`src/rtl/glzw_pkg.sv`:
```
`timescale 1ns / 1ps
// ============================================================================
// glzw_pkg
// Shared types and constants of the GIF LZW decoder: operation and result
// codes, configuration register indexes and the controller/datapath links.
// ============================================================================
package glzw_pkg;

    localparam int CODE_W   = 12;
    localparam int CMP_W    = CODE_W + 1;
    localparam int ACC_W    = 24;
    localparam int COUNT_W  = 5;
    localparam int WIDTH_W  = 4;
    localparam int PIX_W    = 8;
    localparam int TOTAL_W  = 24;
    localparam int CFG_IDX_W = 2;
    localparam int ROOT_CW  = 9;

    localparam logic [WIDTH_W-1:0] ROOT_MIN   = 4'd2;
    localparam logic [WIDTH_W-1:0] ROOT_MAX   = 4'd8;
    localparam logic [WIDTH_W-1:0] ROOT_RESET = 4'd8;
    localparam logic [WIDTH_W-1:0] MAX_WIDTH  = 4'd12;
    localparam logic [COUNT_W-1:0] ACC_LIMIT  = 5'd16;
    localparam logic [COUNT_W-1:0] BYTE_BITS  = 5'd8;

    localparam logic [CFG_IDX_W-1:0] CFG_ROOT_BITS    = 2'd0;
    localparam logic [CFG_IDX_W-1:0] CFG_TOTAL_PIXELS = 2'd1;

    typedef enum logic [1:0] {
        OP_START = 2'd0,
        OP_PUSH  = 2'd1,
        OP_PULL  = 2'd2
    } t_op;

    typedef enum logic [2:0] {
        ST_PIXEL     = 3'd0,
        ST_NEED_BYTE = 3'd1,
        ST_COMPLETE  = 3'd2,
        ST_ENDED     = 3'd3,
        ST_ACCEPTED  = 3'd4,
        ST_REFUSED   = 3'd5,
        ST_STARTED   = 3'd6
    } t_status;

    typedef struct packed {
        logic    start;
        logic    push;
        logic    fetch;
        logic    restart;
        logic    stop;
        logic    first_code;
        logic    decode;
        logic    walk;
        logic    tail;
        logic    set_pend;
        t_status pend;
        logic    res_load;
        logic    pop;
    } t_dp_cmd;

    typedef struct packed {
        logic img_done;
        logic stack_empty;
        logic push_refused;
        logic stopped;
        logic short_bits;
        logic input_done;
        logic bad_code;
        logic clear_code;
        logic prev_valid;
        logic code_high;
        logic walk_go;
        logic pend_pixel;
    } t_dp_stat;

endpackage

```
`src/rtl/glzw_ctrl.sv`:
```
`timescale 1ns / 1ps
// ============================================================================
// glzw_ctrl
// Controller: takes input beats, sequences code fetch, chain walk and stack
// pop, and hands results to the output register.
// ============================================================================
module glzw_ctrl (
    input  logic                i_clk,
    input  logic                i_rst_n,
    input  logic                i_valid,
    output logic                o_ready,
    input  logic [1:0]          i_op,
    output logic                o_valid,
    input  logic                i_ready,
    input  glzw_pkg::t_dp_stat  i_stat,
    output glzw_pkg::t_dp_cmd   o_cmd
);

    typedef enum logic [5:0] {
        S_IDLE  = 6'b000001,
        S_FETCH = 6'b000010,
        S_WALK  = 6'b000100,
        S_TAIL  = 6'b001000,
        S_POP   = 6'b010000,
        S_RESP  = 6'b100000
    } t_state;

    t_state r_state, n_state;
    logic   r_out_valid, n_out_valid;
    logic   out_free;

    assign out_free = !r_out_valid || i_ready;
    assign o_ready  = (r_state == S_IDLE);
    assign o_valid  = r_out_valid;

    always_comb begin
        n_state = r_state;
        o_cmd   = '0;
        unique case (r_state)
            S_IDLE: begin
                if (i_valid) begin
                    o_cmd.set_pend = 1'b1;
                    n_state = S_RESP;
                    unique case (i_op)
                        glzw_pkg::OP_START: begin
                            o_cmd.start = 1'b1;
                            o_cmd.pend  = glzw_pkg::ST_STARTED;
                        end
                        glzw_pkg::OP_PUSH: begin
                            if (i_stat.push_refused) begin
                                o_cmd.pend = glzw_pkg::ST_REFUSED;
                            end else begin
                                o_cmd.push = 1'b1;
                                o_cmd.pend = glzw_pkg::ST_ACCEPTED;
                            end
                        end
                        glzw_pkg::OP_PULL: begin
                            priority if (i_stat.img_done) begin
                                o_cmd.pend = glzw_pkg::ST_COMPLETE;
                            end else if (!i_stat.stack_empty) begin
                                o_cmd.pend = glzw_pkg::ST_PIXEL;
                            end else begin
                                o_cmd.set_pend = 1'b0;
                                n_state = S_FETCH;
                            end
                        end
                        default: begin
                            o_cmd.pend = glzw_pkg::ST_REFUSED;
                        end
                    endcase
                end
            end
            S_FETCH: begin
                o_cmd.set_pend = 1'b1;
                o_cmd.pend     = glzw_pkg::ST_ENDED;
                n_state        = S_RESP;
                priority if (i_stat.stopped) begin
                    o_cmd.pend = glzw_pkg::ST_ENDED;
                end else if (i_stat.short_bits) begin
                    // Leftover bits after the final byte are padding.
                    if (i_stat.input_done) begin
                        o_cmd.stop = 1'b1;
                    end else begin
                        o_cmd.pend = glzw_pkg::ST_NEED_BYTE;
                    end
                end else begin
                    o_cmd.fetch = 1'b1;
                    priority if (i_stat.bad_code) begin
                        o_cmd.stop = 1'b1;
                    end else if (i_stat.clear_code) begin
                        o_cmd.restart  = 1'b1;
                        o_cmd.set_pend = 1'b0;
                        n_state        = S_FETCH;
                    end else if (!i_stat.prev_valid) begin
                        if (i_stat.code_high) begin
                            o_cmd.stop = 1'b1;
                        end else begin
                            o_cmd.first_code = 1'b1;
                            o_cmd.pend       = glzw_pkg::ST_PIXEL;
                            n_state          = S_POP;
                        end
                    end else begin
                        o_cmd.decode = 1'b1;
                        o_cmd.pend   = glzw_pkg::ST_PIXEL;
                        n_state      = i_stat.walk_go ? S_WALK : S_TAIL;
                    end
                end
            end
            S_WALK: begin
                o_cmd.walk = 1'b1;
                n_state    = i_stat.walk_go ? S_WALK : S_TAIL;
            end
            S_TAIL: begin
                o_cmd.tail = 1'b1;
                n_state    = S_POP;
            end
            S_POP: begin
                n_state = S_RESP;
            end
            S_RESP: begin
                if (out_free) begin
                    o_cmd.res_load = 1'b1;
                    o_cmd.pop      = i_stat.pend_pixel;
                    n_state        = S_IDLE;
                end
            end
            default: begin
                n_state = S_IDLE;
            end
        endcase
    end

    always_comb begin
        n_out_valid = r_out_valid;
        if (o_cmd.res_load) begin
            n_out_valid = 1'b1;
        end else if (i_ready) begin
            n_out_valid = 1'b0;
        end
    end

    always_ff @(posedge i_clk) begin
        if (!i_rst_n) begin
            r_state     <= S_IDLE;
            r_out_valid <= 1'b0;
        end else begin
            r_state     <= n_state;
            r_out_valid <= n_out_valid;
        end
    end

`ifndef ASSERT_OFF
    a_one_at_a_time: assert property (@(posedge i_clk) disable iff (!i_rst_n)
        (i_valid && o_ready) |=> !o_ready)
        else $error("second beat taken while one is in flight");

    a_result_from_resp: assert property (@(posedge i_clk) disable iff (!i_rst_n)
        $rose(r_out_valid) |-> $past(r_state == S_RESP))
        else $error("result shown outside the response state");
`endif

endmodule

```
`config.mk`:
```
export PLATFORM = sky130hd
export DESIGN_NAME = glzw_ctrl
export DESIGN_NICKNAME = d
export VERILOG_FILES = /design/src/rtl/glzw_pkg.sv /design/src/rtl/glzw_ctrl.sv
export SDC_FILE = /design/constraint.sdc
export NUM_CORES = 1
export LEC_CHECK = 0
export BUFFER_PORTS_ARGS = -buffer_cell sky130_fd_sc_hd__buf_2
export CAP_MARGIN = 10
export CORE_MARGIN = 2
export CORE_UTILIZATION = 42
export DETAILED_ROUTE_END_ITERATION = 8
export MAX_ROUTING_LAYER = met4
export PLACE_DENSITY = 0.77
export SYNTH_ARGS = -nofsm -noshare
export SYNTH_HDL_FRONTEND = slang
export SYNTH_SLANG_ARGS = --single-unit
export TNS_END_PERCENT = 100
```
`constraint.sdc`:
```
create_clock -name i_clk -period 1.93 [get_ports i_clk]
set_input_delay 0.2895 -clock i_clk [delete_from_list [all_inputs] [get_ports i_clk]]
set_output_delay 0.2895 -clock i_clk [all_outputs]
set_load 0.01 [all_outputs]
```
==> impl_metrics.py <==
metrics = {
    "clocking": {
        "path_clk_slew_ns": 0.05,
        "clock_tree.root_cell": "clkbuf_4",
        "hold_buffers": 0,
        "cts_num_sinks": 7,
        "htree_num_levels": 1,
        "tritoncts": "yes",
        "cts_buffer_depth": 2,
        "cts_inserted_buffers": 3,
        "clock_latency_ns": 0.25,
    },
    "global_routing": {
        "grt_max_degree": 9,
        "antenna_found_initial": 0,
        "grt_pass1_vias": 685,
        "grt-ovfl-total": 0,
        "grt_usage_pct": 20.76,
        "grt_pass1_wl_mm": 2.829,
    },
    "route": {
        "routed_wl_mm": 1.915,
        "antenna_left": 0,
        "wire_per_inst_um": 13.58,
        "drcViolationCount": 0,
        "drtPass1Iterations": 4,
        "num_vias": 804,
        "drt_iter0_drc": 14,
        "via_per_inst": 5.702,
    },
    "synthesis": {
        "synth_top_family_by_area": "simple AND/OR/NAND/NOR gates",
        "synthSimpleGateAreaFrac_pct": 48.07,
        "synth_top_area_share_pct": 22.72,
        "synth.area.top_cells": "dfxtp_1 (23%), nor2_1 (5.5%), nor2b_1 (5.1%)",
        "synth_nets": 98,
        "async_reset_ff_share_pct": 0,
        "ys_seq_elements": 7,
        "netlist_instances": 80,
        "synth_flop_cell": "dfxtp_1",
        "yosysWarnings": 0,
        "synth_edf_count": 0,
        "synth_common_cells": "nor2_1 (9), inv_1 (8), dfxtp_1 (7)",
        "yosysMostFrequentCell": "nor2_1",
        "synth_compound_area_share_pct": 21.70,
        "synth_adder_area_share_pct": 0,
        "synth_area_per_cell_um2": 7.711,
        "netlist_area_um2": 616.8,
        "yosysTopAreaCell": "dfxtp_1",
        "synth_cell_type_count": 37,
        "ys_seq_area_share_pct": 22.72,
        "synthMuxAreaShare_pct": 0,
        "synth_xor_xnor_area_share_pct": 1.420,
    },
    "timing": {
        "skew_ns": 0.002483,
        "finalHoldWorstSlack_ns": 0.2138,
        "worst_pin_slew_ns": 0.4015,
        "hold_violations": 0,
        "fin_crit_ns": 1.918,
        "rsz0062_at_grt": "true",
        "setup_violations": 0,
        "slew_headroom_pct": 73.20,
        "fmax_ghz": 0.5213,
        "drv_slew": 0,
        "fin_crit_sh_pct": 99.40,
    },
    "pwr": {
        "cellPowerDensity_nw_per_um2": 399.3,
        "switching_share_pct": 29.20,
        "power_switching_w": 0.0001161,
        "seqPwrFrac_pct": 38.4,
        "pwr-share-comb_pct": 29.7,
        "leakage_nw": 0.4773,
        "p_total_w": 0.0003976,
        "clkPwrFrac_pct": 31.9,
        "ir_worst_vdd_mv": 0.3600,
        "p_int_w": 0.0002815,
    },
    "die": {
        "core_um2": 1334,
        "die_area_um2": 1791,
        "die_h_um": 42.33,
        "start_util_pct": 46.25,
        "rows": 13,
        "io_pins": 35,
        "chipWidth_um": 42.33,
    },
    "placed_design": {
        "dp_hpwl_mm": 1.373,
        "dp_cells": 130,
        "gp_congestion": 0.8956,
        "port_buffers": 34,
    },
    "final_layout": {
        "fin_cells": 141,
        "layout-area-overhead-vs-synth_pct": 61.46,
        "nets": 145,
        "diodes": 0,
        "drive_gt1_share_pct": 53.17,
        "fin_util_pct": 74.67,
    },
    "setup_path": {
        "crit_fanout": 2,
        "crit_arrival_ns": 1.63,
        "worstSetupPathType": "register to primary output",
        "end_kind": "primary output",
        "startpoint_type": "register",
        "cp.required_ns": 1.64,
    },
    "outcome": {
        "status": "complete, no violations",
    },
    "run": {
        "maxCapViolCount": 0,
    },
    "min_path": {
        "hp-class": "primary input to register",
    },
}
-- area by class of cell --
class	instances	area, um^2
Tap cell	15	18.77
Fill cell	99	337.8
Sequential cell	7	153.9
Timing Repair Buffer	43	241.5
Inverter	8	30.03
Clock buffer	4	26.28
Multi-Input combinational cell	64	525.5
-- power groups by stage --
stage	Combinational, W	Sequential (W)	Clock, W
3_5_place_dp	0.0000963	0.000158	0
5_1_grt	0.000129	0.000153	0.000142
4_1_cts	0.000101	0.000156	0.000135
6_report	0.000118	0.000153	0.000127
3_3_place_gp	0.0000944	0.000157	0
2_1_floorplan	0.0000509	0.000156	0
-- layer usage --
metal / global-route usage (%) / vias up / wire length (um)
li1: - / 394 / -
met1: 24.09 / 370 / 771
met2: 33.54 / 31 / 1010
met3: 2.586 / 9 / 74
met4: 13.13 / 0 / 59
met5: - / - / 0
-- metrics by stage --
| stage | cell area [um^2] | TNS [ns] | worst slack [ns] |
|---|---|---|---|
| 2_1_floorplan | 616.8 | 0 | 0.1915 |
| 3_3_place_gp | 813.3 | 0 | 0.1919 |
| 3_5_place_dp | 813.3 | 0 | 0.1648 |
| 4_1_cts | 862.1 | -0.002558 | -0.002139 |
| 5_1_grt | 996.0 | -0.2987 | -0.07405 |
| 6_report | 996.0 | 0 | 0.01164 |
-- critical path, cell delays in order (launching register included) --
cell	delay [ns]
dfxtp_4	0.35
buf_6	0.11
or4_4	0.55
nor3b_4	0.22
buf_2	0.16
-- layout by cell type (no fill, tap or decap), drive strengths merged, types with 2 or more instances in the layout --
master / count
nand2: 3
nand2b: 3
buf: 43
clkbuf: 4
dfxtp: 7
nor3b: 4
nor3: 6
nor2b: 5
nor4: 5
inv: 8
and2: 3
nand3: 3
a21oi: 2
a2111oi: 2
o21ai: 3
nor2: 9
-- sequential cells by signal, summed over array words and instances, names as in the netlist --
register	flops
o_valid	1
r_state	6
-- repair_timing --
item	in CTS	in global routing
endpoints found under the setup margin	6	11
resized for setup	6	18
setup buffers	0	7
cloned	0	0
pin swaps	2	7
-- worst paths after layout --
path                   start          to  slack (ns)  cells past startpoint
hold reg to reg      o_valid     o_valid        0.54                      2
hold / removal     i_stat[1]  r_state[3]        0.21                      2
setup / recovery  r_state[4]    o_cmd[7]        0.01                      4
setup reg to reg  r_state[3]  r_state[5]        0.29                      4
-- cell families after synthesis --
logic type      Yosys count
xor+xnor                  1
flops                     7
buf+inv                   9
compound gates           17
simple gates             46
Power figures use the tool's default switching activity.
